==> src/hw/rtl/c_comment_stripper_assert.svh <==
// Assertion macros shared by the comment stripper RTL.
`ifndef C_COMMENT_STRIPPER_ASSERT_SVH
`define C_COMMENT_STRIPPER_ASSERT_SVH

// Plain implication checked on every rising clock edge outside reset.
`define CCS_ASSERT(lbl, prop, msg) \
  lbl: assert property (@(posedge clk) disable iff (!rst_n) prop) else $error(msg);

// Check that holds in the cycle after its trigger.
`define CCS_ASSERT_NEXT(lbl, trig, prop, msg) \
  lbl: assert property (@(posedge clk) disable iff (!rst_n) (trig) |=> (prop)) else $error(msg);

`endif

==> src/hw/rtl/ccs_pkg.sv <==
// Types and constants for the comment stripper.
package ccs_pkg;

  localparam logic [2:0] MODE_CODE       = 3'd0;
  localparam logic [2:0] MODE_SLASH      = 3'd1;
  localparam logic [2:0] MODE_LINE       = 3'd2;
  localparam logic [2:0] MODE_BLOCK      = 3'd3;
  localparam logic [2:0] MODE_BLOCK_STAR = 3'd4;
  localparam logic [2:0] MODE_QUOTE      = 3'd5;
  localparam logic [2:0] MODE_QUOTE_ESC  = 3'd6;

  localparam logic [7:0] CH_STAR   = 8'h2A;
  localparam logic [7:0] CH_SLASH  = 8'h2F;
  localparam logic [7:0] CH_NL     = 8'h0A;
  localparam logic [7:0] CH_DQUOTE = 8'h22;
  localparam logic [7:0] CH_SQUOTE = 8'h27;
  localparam logic [7:0] CH_HASH   = 8'h23;
  localparam logic [7:0] CH_BSLASH = 8'h5C;

  typedef struct packed {
    logic [7:0] ch;
    logic       vld;
    logic       eot;
  } ccs_res_t;

  typedef struct packed {
    logic [2:0] mode;
    logic       qs;
  } ccs_state_t;

endpackage

==> src/hw/rtl/ccs_step.sv <==
// Next-state and result logic for one text byte.
module ccs_step import ccs_pkg::*; (
  input  ccs_state_t st,
  input  logic [7:0] ch,
  input  logic       is_final,
  output ccs_state_t st_nxt,
  output logic [1:0] res_cnt,
  output ccs_res_t   res0,
  output ccs_res_t   res1
);

  logic       is_q;
  logic       cb_emit;
  logic [2:0] cb_mode;
  logic       cb_qs;
  logic [7:0] quote_ch;

  // what a byte does when met in code mode
  assign is_q     = (ch == CH_DQUOTE) || (ch == CH_SQUOTE);
  assign cb_emit  = !((ch == CH_SLASH) || (ch == CH_HASH));
  assign cb_mode  = is_q ? MODE_QUOTE :
                    (ch == CH_SLASH) ? MODE_SLASH :
                    (ch == CH_HASH)  ? MODE_LINE  : MODE_CODE;
  assign cb_qs    = is_q ? (ch == CH_SQUOTE) : st.qs;
  assign quote_ch = st.qs ? CH_SQUOTE : CH_DQUOTE;

  always_comb begin
    st_nxt  = st;
    res_cnt = 2'd0;
    res0    = '0;
    res1    = '0;
    case (st.mode)
      MODE_SLASH: begin
        if (ch == CH_SLASH) begin
          st_nxt.mode = MODE_LINE;
        end else if (ch == CH_STAR) begin
          st_nxt.mode = MODE_BLOCK;
        end else begin
          res0    = '{ch: CH_SLASH, vld: 1'b1, eot: 1'b0};
          res_cnt = 2'd1;
          if (cb_emit) begin
            res1    = '{ch: ch, vld: 1'b1, eot: 1'b0};
            res_cnt = 2'd2;
          end
          st_nxt.mode = cb_mode;
          st_nxt.qs   = cb_qs;
        end
      end
      MODE_LINE: begin
        if (ch == CH_NL) begin
          res0        = '{ch: CH_NL, vld: 1'b1, eot: 1'b0};
          res_cnt     = 2'd1;
          st_nxt.mode = MODE_CODE;
        end
      end
      MODE_BLOCK, MODE_BLOCK_STAR: begin
        if ((st.mode == MODE_BLOCK_STAR) && (ch == CH_SLASH)) begin
          st_nxt.mode = MODE_CODE;
        end else if (ch == CH_STAR) begin
          st_nxt.mode = MODE_BLOCK_STAR;
        end else begin
          if (ch == CH_NL) begin
            res0    = '{ch: CH_NL, vld: 1'b1, eot: 1'b0};
            res_cnt = 2'd1;
          end
          st_nxt.mode = MODE_BLOCK;
        end
      end
      MODE_QUOTE: begin
        res0    = '{ch: ch, vld: 1'b1, eot: 1'b0};
        res_cnt = 2'd1;
        if (ch == CH_BSLASH) begin
          st_nxt.mode = MODE_QUOTE_ESC;
        end else if (ch == quote_ch) begin
          st_nxt.mode = MODE_CODE;
          st_nxt.qs   = 1'b0;
        end
      end
      MODE_QUOTE_ESC: begin
        res0        = '{ch: ch, vld: 1'b1, eot: 1'b0};
        res_cnt     = 2'd1;
        st_nxt.mode = MODE_QUOTE;
      end
      default: begin
        st_nxt.mode = cb_mode;
        st_nxt.qs   = cb_qs;
        if (cb_emit) begin
          res0    = '{ch: ch, vld: 1'b1, eot: 1'b0};
          res_cnt = 2'd1;
        end
      end
    endcase

    if (is_final) begin
      // a slash still held at the end goes out as text
      if (st_nxt.mode == MODE_SLASH) begin
        if (res_cnt == 2'd0) begin
          res0    = '{ch: CH_SLASH, vld: 1'b1, eot: 1'b0};
          res_cnt = 2'd1;
        end else begin
          res1    = '{ch: CH_SLASH, vld: 1'b1, eot: 1'b0};
          res_cnt = 2'd2;
        end
      end
      if (res_cnt == 2'd0) begin
        res0    = '{ch: 8'h00, vld: 1'b0, eot: 1'b1};
        res_cnt = 2'd1;
      end else if (res_cnt == 2'd1) begin
        res0.eot = 1'b1;
      end else begin
        res1.eot = 1'b1;
      end
      st_nxt.mode = MODE_CODE;
      st_nxt.qs   = 1'b0;
    end
  end

endmodule

==> src/hw/rtl/c_comment_stripper.sv <==
// C comment stripper: drops comments and '#' lines from a byte stream, keeps strings intact.
// One text byte is taken per cycle while in_stall is low; each result beat is registered into
// the queue before it reaches the output. Most bytes give zero or one result; the byte after a
// '/' that turns out not to open a comment can give two, and an end-of-text byte with nothing
// to send gives a bare end mark. Results sit in a three-entry queue that drains one beat per
// cycle while out_stall is low, and in_stall rises while two or more beats are waiting, so the
// input pauses after a two-result byte until fewer than two beats wait, and under out_stall.
module c_comment_stripper import ccs_pkg::*; (
  input  logic       clk,
  input  logic       rst_n,
  input  logic       in_valid,
  output logic       in_stall,
  input  logic [7:0] in_char,
  input  logic       in_is_final,
  output logic       out_valid,
  input  logic       out_stall,
  output logic [7:0] out_char,
  output logic       out_char_valid,
  output logic       out_end_of_text
);

  localparam int QDEPTH = 3;

  ccs_state_t st_r;
  ccs_state_t st_nxt;
  logic [1:0] res_cnt;
  ccs_res_t   res0;
  ccs_res_t   res1;

  ccs_res_t   q_r   [QDEPTH];
  ccs_res_t   q_nxt [QDEPTH];
  logic [1:0] occ_r;
  logic [1:0] occ_nxt;
  logic       push;
  logic       pop;

  ccs_step u_step (
    .st       (st_r),
    .ch       (in_char),
    .is_final (in_is_final),
    .st_nxt   (st_nxt),
    .res_cnt  (res_cnt),
    .res0     (res0),
    .res1     (res1)
  );

  assign in_stall = occ_r[1];
  assign push     = in_valid && !in_stall;
  assign pop      = (occ_r != 2'd0) && !out_stall;

  always_comb begin
    q_nxt   = q_r;
    occ_nxt = occ_r;
    if (pop) begin
      q_nxt[0] = q_r[1];
      q_nxt[1] = q_r[2];
      occ_nxt  = occ_nxt - 2'd1;
    end
    // push only when at most one beat is queued, so both writes land in range
    if (push && (res_cnt != 2'd0)) begin
      q_nxt[occ_nxt] = res0;
      occ_nxt        = occ_nxt + 2'd1;
      if (res_cnt == 2'd2) begin
        q_nxt[occ_nxt] = res1;
        occ_nxt        = occ_nxt + 2'd1;
      end
    end
  end

  always_ff @(posedge clk) begin
    if (!rst_n) begin
      st_r  <= '{mode: MODE_CODE, qs: 1'b0};
      occ_r <= 2'd0;
    end else begin
      if (push) begin
        st_r <= st_nxt;
      end
      occ_r <= occ_nxt;
    end
  end

  always_ff @(posedge clk) begin
    q_r <= q_nxt;
  end

  assign out_valid       = (occ_r != 2'd0);
  assign out_char        = q_r[0].ch;
  assign out_char_valid  = q_r[0].vld;
  assign out_end_of_text = q_r[0].eot;

`include "c_comment_stripper_assert.svh"

  `CCS_ASSERT_NEXT(a_final_resets, push && in_is_final, (st_r.mode == MODE_CODE) && !st_r.qs, "state not back to code after last byte")
  `CCS_ASSERT(a_qs_in_quote, st_r.qs |-> ((st_r.mode == MODE_QUOTE) || (st_r.mode == MODE_QUOTE_ESC)), "single-quote flag set outside a quote")
  `CCS_ASSERT(a_bare_mark_eot, (out_valid && !out_char_valid) |-> out_end_of_text, "empty beat without end mark")
  `CCS_ASSERT(a_full_after_push, (occ_r == 2'd3) |-> ($past(push) || $past(occ_r == 2'd3)), "queue reached three beats without a byte taken")

endmodule

==> config.mk <==
export PLATFORM = sky130hd
export DESIGN_NAME = c_comment_stripper
export DESIGN_NICKNAME = d
export VERILOG_FILES = /design/src/hw/rtl/ccs_pkg.sv /design/src/hw/rtl/ccs_step.sv /design/src/hw/rtl/c_comment_stripper.sv
export VERILOG_INCLUDE_DIRS = /design/src /design/src/hw/rtl
export SDC_FILE = /design/constraint.sdc
export NUM_CORES = 1
export LEC_CHECK = 0
export BUFFER_PORTS_ARGS = -buffer_cell sky130_fd_sc_hd__buf_2
export CAP_MARGIN = 40
export CELL_PAD_IN_SITES_DETAIL_PLACEMENT = 1
export CELL_PAD_IN_SITES_GLOBAL_PLACEMENT = 1
export CORE_MARGIN = 3
export CORE_UTILIZATION = 41
export DETAILED_ROUTE_END_ITERATION = 12
export GPL_ROUTABILITY_DRIVEN = 0
export PLACE_DENSITY_LB_ADDON = 0.1
export SLEW_MARGIN = 20
export SYNTH_ARGS = -nofsm -noshare
export SYNTH_HDL_FRONTEND = slang
export SYNTH_SLANG_ARGS = --single-unit
==> constraint.sdc <==
create_clock -name clk -period 3.24 [get_ports clk]
set_clock_uncertainty 0.2 [all_clocks]
set_input_delay 0.324 -clock clk [delete_from_list [all_inputs] [get_ports clk]]
set_output_delay 0.324 -clock clk [all_outputs]
set_load 0.05 [all_outputs]
==> results of run 1 <==
## per-layer routing
metal | track usage | share of wire | wire length (µm)
met1 | 0.300 | 0.49 | 3920
met2 | 0.371 | 0.47 | 3810
met3 | 0.0341 | 0.030 | 246
met4 | 0.0586 | 0.012 | 95
met5 | 0 | 0 | 0
## where the power goes
part / switching (W) / internal (W)
registers: 0.000110 / 0.000711
logic: 0.000810 / 0.000498
clock network: 0.000168 / 0.000149
## through the flow
stage                     power, W   util
after global routing       0.00262  0.488
final                      0.00245  0.488
after CTS                  0.00246  0.488
after global placement     0.00210  0.475
after floorplan            0.00185      -
after detailed placement   0.00214  0.475
## cell type report
| cell class | instances | share of cell area |
|---|---|---|
| clock inverter | 2 | 0.00374 |
| sequential | 36 | 0.273 |
| clock buffer | 6 | 0.0241 |
| inverter | 11 | 0.0137 |
| multi-input combinational | 244 | 0.565 |
| tap | 75 | 0.0312 |
| timing repair buffer | 44 | 0.0897 |
## cell usage after synthesis, types with 3 or more instances
| cell type | n | share of area |
|---|---|---|
| sky130_fd_sc_hd__nand2_1 | 40 | 0.055 |
| sky130_fd_sc_hd__dfxtp_1 | 26 | 0.19 |
| sky130_fd_sc_hd__nor2_1 | 19 | 0.026 |
| sky130_fd_sc_hd__mux2i_1 | 17 | 0.063 |
| sky130_fd_sc_hd__a21oi_1 | 16 | 0.030 |
| sky130_fd_sc_hd__nand3_1 | 13 | 0.024 |
| sky130_fd_sc_hd__o21ai_0 | 13 | 0.024 |
| sky130_fd_sc_hd__clkbuf_1 | 12 | 0.017 |
| sky130_fd_sc_hd__edfxtp_1 | 10 | 0.11 |
| sky130_fd_sc_hd__inv_1 | 10 | 0.014 |
| sky130_fd_sc_hd__buf_4 | 9 | 0.025 |
| sky130_fd_sc_hd__o21ai_1 | 8 | 0.015 |
| sky130_fd_sc_hd__nor3_1 | 7 | 0.013 |
| sky130_fd_sc_hd__a22o_1 | 6 | 0.019 |
| sky130_fd_sc_hd__and2_1 | 5 | 0.012 |
| sky130_fd_sc_hd__ha_1 | 5 | 0.023 |
| sky130_fd_sc_hd__nor2b_1 | 5 | 0.012 |
| sky130_fd_sc_hd__o31ai_1 | 5 | 0.014 |
| sky130_fd_sc_hd__o32ai_1 | 5 | 0.016 |
| sky130_fd_sc_hd__a21boi_0 | 4 | 0.011 |
| sky130_fd_sc_hd__buf_2 | 4 | 0.0074 |
| sky130_fd_sc_hd__xnor2_1 | 4 | 0.013 |
| sky130_fd_sc_hd__mux2_2 | 3 | 0.012 |
| sky130_fd_sc_hd__nand3b_1 | 3 | 0.0083 |
| sky130_fd_sc_hd__nand4_1 | 3 | 0.0069 |
| sky130_fd_sc_hd__nor4_1 | 3 | 0.0069 |
| sky130_fd_sc_hd__o22ai_1 | 3 | 0.0069 |
| sky130_fd_sc_hd__or2_2 | 3 | 0.0069 |
| sky130_fd_sc_hd__or3_1 | 3 | 0.0069 |
## path summary, 6_finish.rpt
kind,from,to,slack [ns]
min reg2reg,q_r[11]$_DFF_P_,q_r[11]$_DFF_P_,0.32
max reg2reg,st_r[3]$_SDFFE_PN0P_,q_r[14]$_DFF_P_,0.49
min,rst_n,occ_r[1]$_SDFF_PN0_,0.11
max,st_r[3]$_SDFFE_PN0P_,q_r[14]$_DFF_P_,0.49
## cells by family (layout without fill, tap and decap cells)
| group | after synthesis | after routing | synth area share |
|---|---|---|---|
| AND/OR/NAND/NOR | 116 | 116 | 0.224 |
| XOR/XNOR | 6 | 6 | 0.0194 |
| multiplexers | 20 | 20 | 0.0753 |
| adder cells (fa/ha/maj) | 5 | 5 | 0.0231 |
| buffers and inverters | 38 | 63 | 0.0698 |
| AO/OA/AOI/OAI | 97 | 97 | 0.286 |
| flip-flops | 36 | 36 | 0.303 |
## flip-flops by register name (all words and copies together) (netlist names)
register,count
out_end_of_text,1
out_char_valid,1
out_char,8
st_r,4
occ_r,2
q_r,20
## worst reg2reg max path, delay by kind of cell, from the launching register on
family	cells	cell delay [ns]
AOI/OAI and AO/OA	2	0.63
DFF	1	0.49
and+or+nand+nor	5	1.32
==> flow_metrics.tcl, run 1 <==
set metrics [dict create \
    routed_wire_length_per_instance_um 19.3 \
    gr-total-overflow 0 \
    timing.hold.worst_path_depth 2 \
    worst_path_most_repeated_cell "sky130_fd_sc_hd__nand2_1" \
    detail_route.vias_per_cell 6.11 \
    cellPowerDensity_mw_per_mm2 812 \
    final_common_cell "sky130_fd_sc_hd__nand2_1" \
    die_area_mm2 0.00762 \
    clock_latency_on_the_worst_skew_pair_ns 0.29 \
    rsz0062_at_grt "false" \
    cts.htree.levels 2 \
    drc_errors 0 \
    synth-seq-area-share 0.303 \
    drv.max_cap_violation_count 0 \
    clkSinkCount 36 \
    cell_family_with_the_largest_share_of_critical_path_delay "simple AND/OR/NAND/NOR gates" \
    hpwlAfterDp_mm 6.32 \
    synth.net_count 336 \
    design_area_mm2 0.00301 \
    rows 28 \
    worstSetupPathType "reg -> reg" \
    wirelength_mm 8.07 \
    syn-instance-count 318 \
    max_slew.worst_pin.slew_ns 0.620 \
    filler_cell_count 770 \
    crit_cells 7 \
    pre_cts_slack_ns 0.187 \
    postRouteAntennaNets 0 \
    antenna_found_initial 0 \
    status "finished clean" \
    io_buffers 24 \
    grt_max_degree 21 \
    layout.area.seq_um2 822 \
    final-setup-viol-count 0 \
    final.period_utilization 0.850 \
    total_number_of_vias 2553 \
    leakage_nw 1.15 \
    worst_hold_path_type "in -> reg" \
    diodes 0 \
    timing.critical_path.fanout_max 18 \
    report.final.hold_viol_count 0 \
    irDropWorstVdd_mv 0.408 \
    chip_width_um 87.3 \
    post_route_setup_slack_ns 0.485 \
    synth_edf_count 10 \
    post_cts_resized 0 \
    number_of_global_route_vias_before_repair 2563 \
    max_clock_freq_mhz 363 \
    drt_iter0_drc 151 \
    asyncSetResetFlopFracSynth 0 \
    worst_path_max_delay_cell "sky130_fd_sc_hd__or3b_1" \
    initial_utilization 0.439 \
    relSlewSlack 0.581 \
    clkTransAtPathRegs_ns 0.07 \
    cp_num_buf_inv 0 \
    critical_path.max_stage_delay_ns 0.54 \
    core_area_mm2 0.00617 \
    r2r_cells 7 \
    grt_util_all_layers 0.223 \
    post_cts_buffers 0 \
    post_route_cells_drive_above_1_share 0.204 \
    synth.ff_latch_count 36 \
    dr.pass1.iters 4 \
    worst_setup_path_end_kind "flip-flop" \
    grt_first_pass_wirelength_mm 13.3 \
    die_height_um 87.3 \
    cts_hold_buf 0 \
    area_added_between_synthesis_and_finish_pct 11.2 \
    fin_nets 360 \
    cts_max_path_buffers 2 \
    start_kind "flip-flop" \
    setup_total_negative_slack_ns 0 \
    critical_path_arrival_ns 2.74 \
    dpl_cell_area_mm2 0.00293 \
    dominantRegCellSynth "sky130_fd_sc_hd__dfxtp_1" \
    finalWorstPathRequiredPeriod_ns 2.75 \
    cts_inserted_buffers 5 \
    multiInputGateArea_mm2 0.00170 \
    top_library_cells_by_usage_in_the_layout_fill_and_taps_aside "40 x sky130_fd_sc_hd__nand2_1, 25 x sky130_fd_sc_hd__dfxtp_1, 24 x sky130_fd_sc_hd__buf_2, 20 x sky130_fd_sc_hd__buf_4, 18 x sky130_fd_sc_hd__nor2_1" \
    num_io_pins 25 \
    cts_tree "yes" \
    clock_tree.root_cell "sky130_fd_sc_hd__clkbuf_8" \
    syn-mean-instance-area_um2 8.51 \
    fin_cells 418 \
    smallest_hold_slack_ns 0.106 \
    netlist-cell-type-count 70 \
    final_max_slew_viol_count 0 \
    crit_path_cell_trace "or3b_1 -> a21oi_1 -> and2_1 -> nand2_1 -> nand2_1 -> nor2_1 -> a221o_1" \
    netlist_area_mm2 0.00271 \
    place_inst 410 \
    required_ns 3.22 \
    yosys_warnings 0 \
]
Power figures use the tool's default switching activity.
==> run 2, diff against run 1 <==
Settings changed: CORE_UTILIZATION 41 to 40.
==> run 2 against run 1 <==
Total power is 3.7% higher. Critical path depth is 3 higher. Non-clock buffer count is 2 higher. Die area is 2.3% higher. First-iteration DRC count is 29% lower. Combinational power hardly changed. Count of clock-buffer cells in the layout stayed put. Sequential share of layout area is 0.45 points lower. Critical path type unchanged. Largest cell class unchanged. Largest power group unchanged. Highest routed layer unchanged.
==> flow_metrics.tcl, run 2 (synthesis results as in run 1) <==
set metrics [dict create \
    hpwlAfterDp_mm 6.56 \
    required_ns 3.22 \
    total_number_of_vias 2583 \
    setup_total_negative_slack_ns 0 \
    reg2reg_slack_ns 0.44 \
    wirelength_mm 8.45 \
    fin_cells 422 \
    rows 29 \
    die_height_um 88.3 \
    post_layout_power_w 0.00254 \
    grt_first_pass_wirelength_mm 13.6 \
    max_slew.worst_pin.slew_ns 0.511 \
    worstSetupPathType "reg -> reg" \
    power_report.internal_total_w 0.00145 \
    worst_setup_path_end_kind "flip-flop" \
    critical_path.reg2reg.endpoint "q_r[15]$_DFF_P_" \
    drc_errors 0 \
    finalWorstPathRequiredPeriod_ns 2.80 \
    top_library_cells_by_usage_in_the_layout_fill_and_taps_aside "40 x sky130_fd_sc_hd__nand2_1, 25 x sky130_fd_sc_hd__dfxtp_1, 24 x sky130_fd_sc_hd__buf_2, 22 x sky130_fd_sc_hd__buf_4, 18 x sky130_fd_sc_hd__nor2_1" \
    place_inst 414 \
    netSwitchingPower_w 0.00109 \
    grt_util_all_layers 0.229 \
    initial_utilization 0.419 \
    final.period_utilization 0.863 \
    r2r_cells 10 \
    final_common_cell "sky130_fd_sc_hd__nand2_1" \
    drt_iter0_drc 107 \
    area_added_between_synthesis_and_finish_pct 13.1 \
    design_area_mm2 0.00306 \
    postRouteAntennaNets 0 \
    grt_max_degree 21 \
    largest_register_ffs 20 \
    start_kind "flip-flop" \
    clkTransAtPathRegs_ns 0.08 \
    gr-total-overflow 0 \
    multiInputGateArea_mm2 0.00170 \
    post_cts_resized 0 \
    dpl_cell_area_mm2 0.00295 \
    cts_tree "yes" \
    timing.critical_path.fanout_max 7 \
    cellPowerDensity_mw_per_mm2 829 \
    timing.hold.worst_path_depth 2 \
    rsz0062_at_grt "false" \
    filler_cell_count 792 \
    max_clock_freq_mhz 358 \
    clock_power_share 0.168 \
    worstReg2RegStart "occ_r[1]$_SDFF_PN0_" \
    final-setup-viol-count 0 \
    dr.pass1.iters 4 \
    worst_hold_path_type "in -> reg" \
    die_area_mm2 0.00779 \
    cell_family_with_the_largest_share_of_critical_path_delay "compound AO/OA/AOI/OAI gates" \
    crit_path_cell_trace "inv_1 -> ha_1 -> nor2_2 -> nand2_1 -> o21ai_0 -> ha_1 -> inv_1 -> nor2_1 -> o21ai_1 -> a221o_1" \
    layout.area.seq_um2 822 \
    leakage_nw 1.17 \
    fin_nets 362 \
    irDropWorstVdd_mv 0.403 \
    cp_num_buf_inv 2 \
    worst_path_max_delay_cell "sky130_fd_sc_hd__ha_1" \
    worst_hold_startpoint "rst_n" \
    clock_latency_on_the_worst_skew_pair_ns 0.29 \
    report.final.hold_viol_count 0 \
    drv.max_cap_violation_count 0 \
    final_max_slew_viol_count 0 \
    cts.htree.levels 2 \
    cts_hold_buf 0 \
    power_frac_comb 0.509 \
    seqPwrFrac 0.323 \
    cts_max_path_buffers 2 \
    number_of_global_route_vias_before_repair 2631 \
    post_route_cells_drive_above_1_share 0.212 \
    cts_inserted_buffers 5 \
    clock_tree.root_cell "sky130_fd_sc_hd__clkbuf_8" \
    core_area_mm2 0.00646 \
    power.share.switching 0.429 \
    clkSinkCount 36 \
    chip_width_um 88.3 \
    regMostFlops "q_r" \
    num_io_pins 25 \
    postLayoutCoreUtil 0.474 \
    status "finished clean" \
    detail_route.vias_per_cell 6.12 \
    io_buffers 24 \
    diodes 0 \
    worst_hold_path.endpoint "occ_r[1]$_SDFF_PN0_" \
    antenna_found_initial 0 \
    relSlewSlack 0.651 \
    routed_wire_length_per_instance_um 20.0 \
    critical_path.max_stage_delay_ns 0.43 \
    post_cts_buffers 0 \
    critical_path_arrival_ns 2.78 \
]
[run 2: worst register-to-register path, cell delays in order (launching register included)]
cell and delay, ns:
sky130_fd_sc_hd__dfxtp_2 0.35, sky130_fd_sc_hd__inv_1 0.07, sky130_fd_sc_hd__ha_1 0.26, sky130_fd_sc_hd__nor2_2 0.22
sky130_fd_sc_hd__nand2_1 0.07, sky130_fd_sc_hd__o21ai_0 0.18, sky130_fd_sc_hd__ha_1 0.43, sky130_fd_sc_hd__inv_1 0.17
sky130_fd_sc_hd__nor2_1 0.21, sky130_fd_sc_hd__o21ai_1 0.18, sky130_fd_sc_hd__a221o_1 0.36
[run 2: routing by layer]
layer | share of wire | track usage | vias up
li1 | - | - | 1244
met1 | 0.47 | 0.301 | 1282
met2 | 0.49 | 0.398 | 48
met5 | 0 | 0 | -
met3 | 0.028 | 0.0307 | 9
met4 | 0.011 | 0.0522 | 0
[run 2: power by group through the flow]
| stage | logic, W | registers [W] | clock network (W) |
|---|---|---|---|
| detailed placement | 0.00130 | 0.000829 | 0 |
| CTS | 0.00130 | 0.000821 | 0.000431 |
| floorplan | 0.00100 | 0.000848 | 0 |
| global route | 0.00143 | 0.000846 | 0.000456 |
| global placement | 0.00127 | 0.000820 | 0 |
| finish | 0.00129 | 0.000821 | 0.000425 |
[run 2: how the worst max path moves through the flow]
| stage | endpoint | from | cells past startpoint |
|---|---|---|---|
| floorplan | q_r[8]$_DFFE_PP_ | occ_r[1]$_SDFF_PN0_ | 11 |
| global placement | q_r[7]$_DFFE_PP_ | in_char[1] | 8 |
| detailed placement | q_r[4]$_DFFE_PP_ | in_char[1] | 8 |
| CTS | q_r[15]$_DFF_P_ | occ_r[1]$_SDFF_PN0_ | 9 |
| global route | q_r[15]$_DFF_P_ | occ_r[1]$_SDFF_PN0_ | 9 |
| finish | q_r[15]$_DFF_P_ | occ_r[1]$_SDFF_PN0_ | 10 |
[run 2: stage by stage]
step	worst slack, ns	hold slack [ns]
after global routing	0.137	0.110
after detailed placement	0.231	0.300
after floorplan	0.122	0.242
final	0.444	0.106
after CTS	0.395	0.108
after global placement	0.283	0.265
[run 2: final cells by class]
class / instances / area share
clock buffers: 6 / 0.0270
clock inverters: 2 / 0.0110
inverters: 11 / 0.0135
multi-input cells: 244 / 0.555
flip-flops and latches: 36 / 0.268
well taps: 77 / 0.0315
repair buffers: 46 / 0.0932
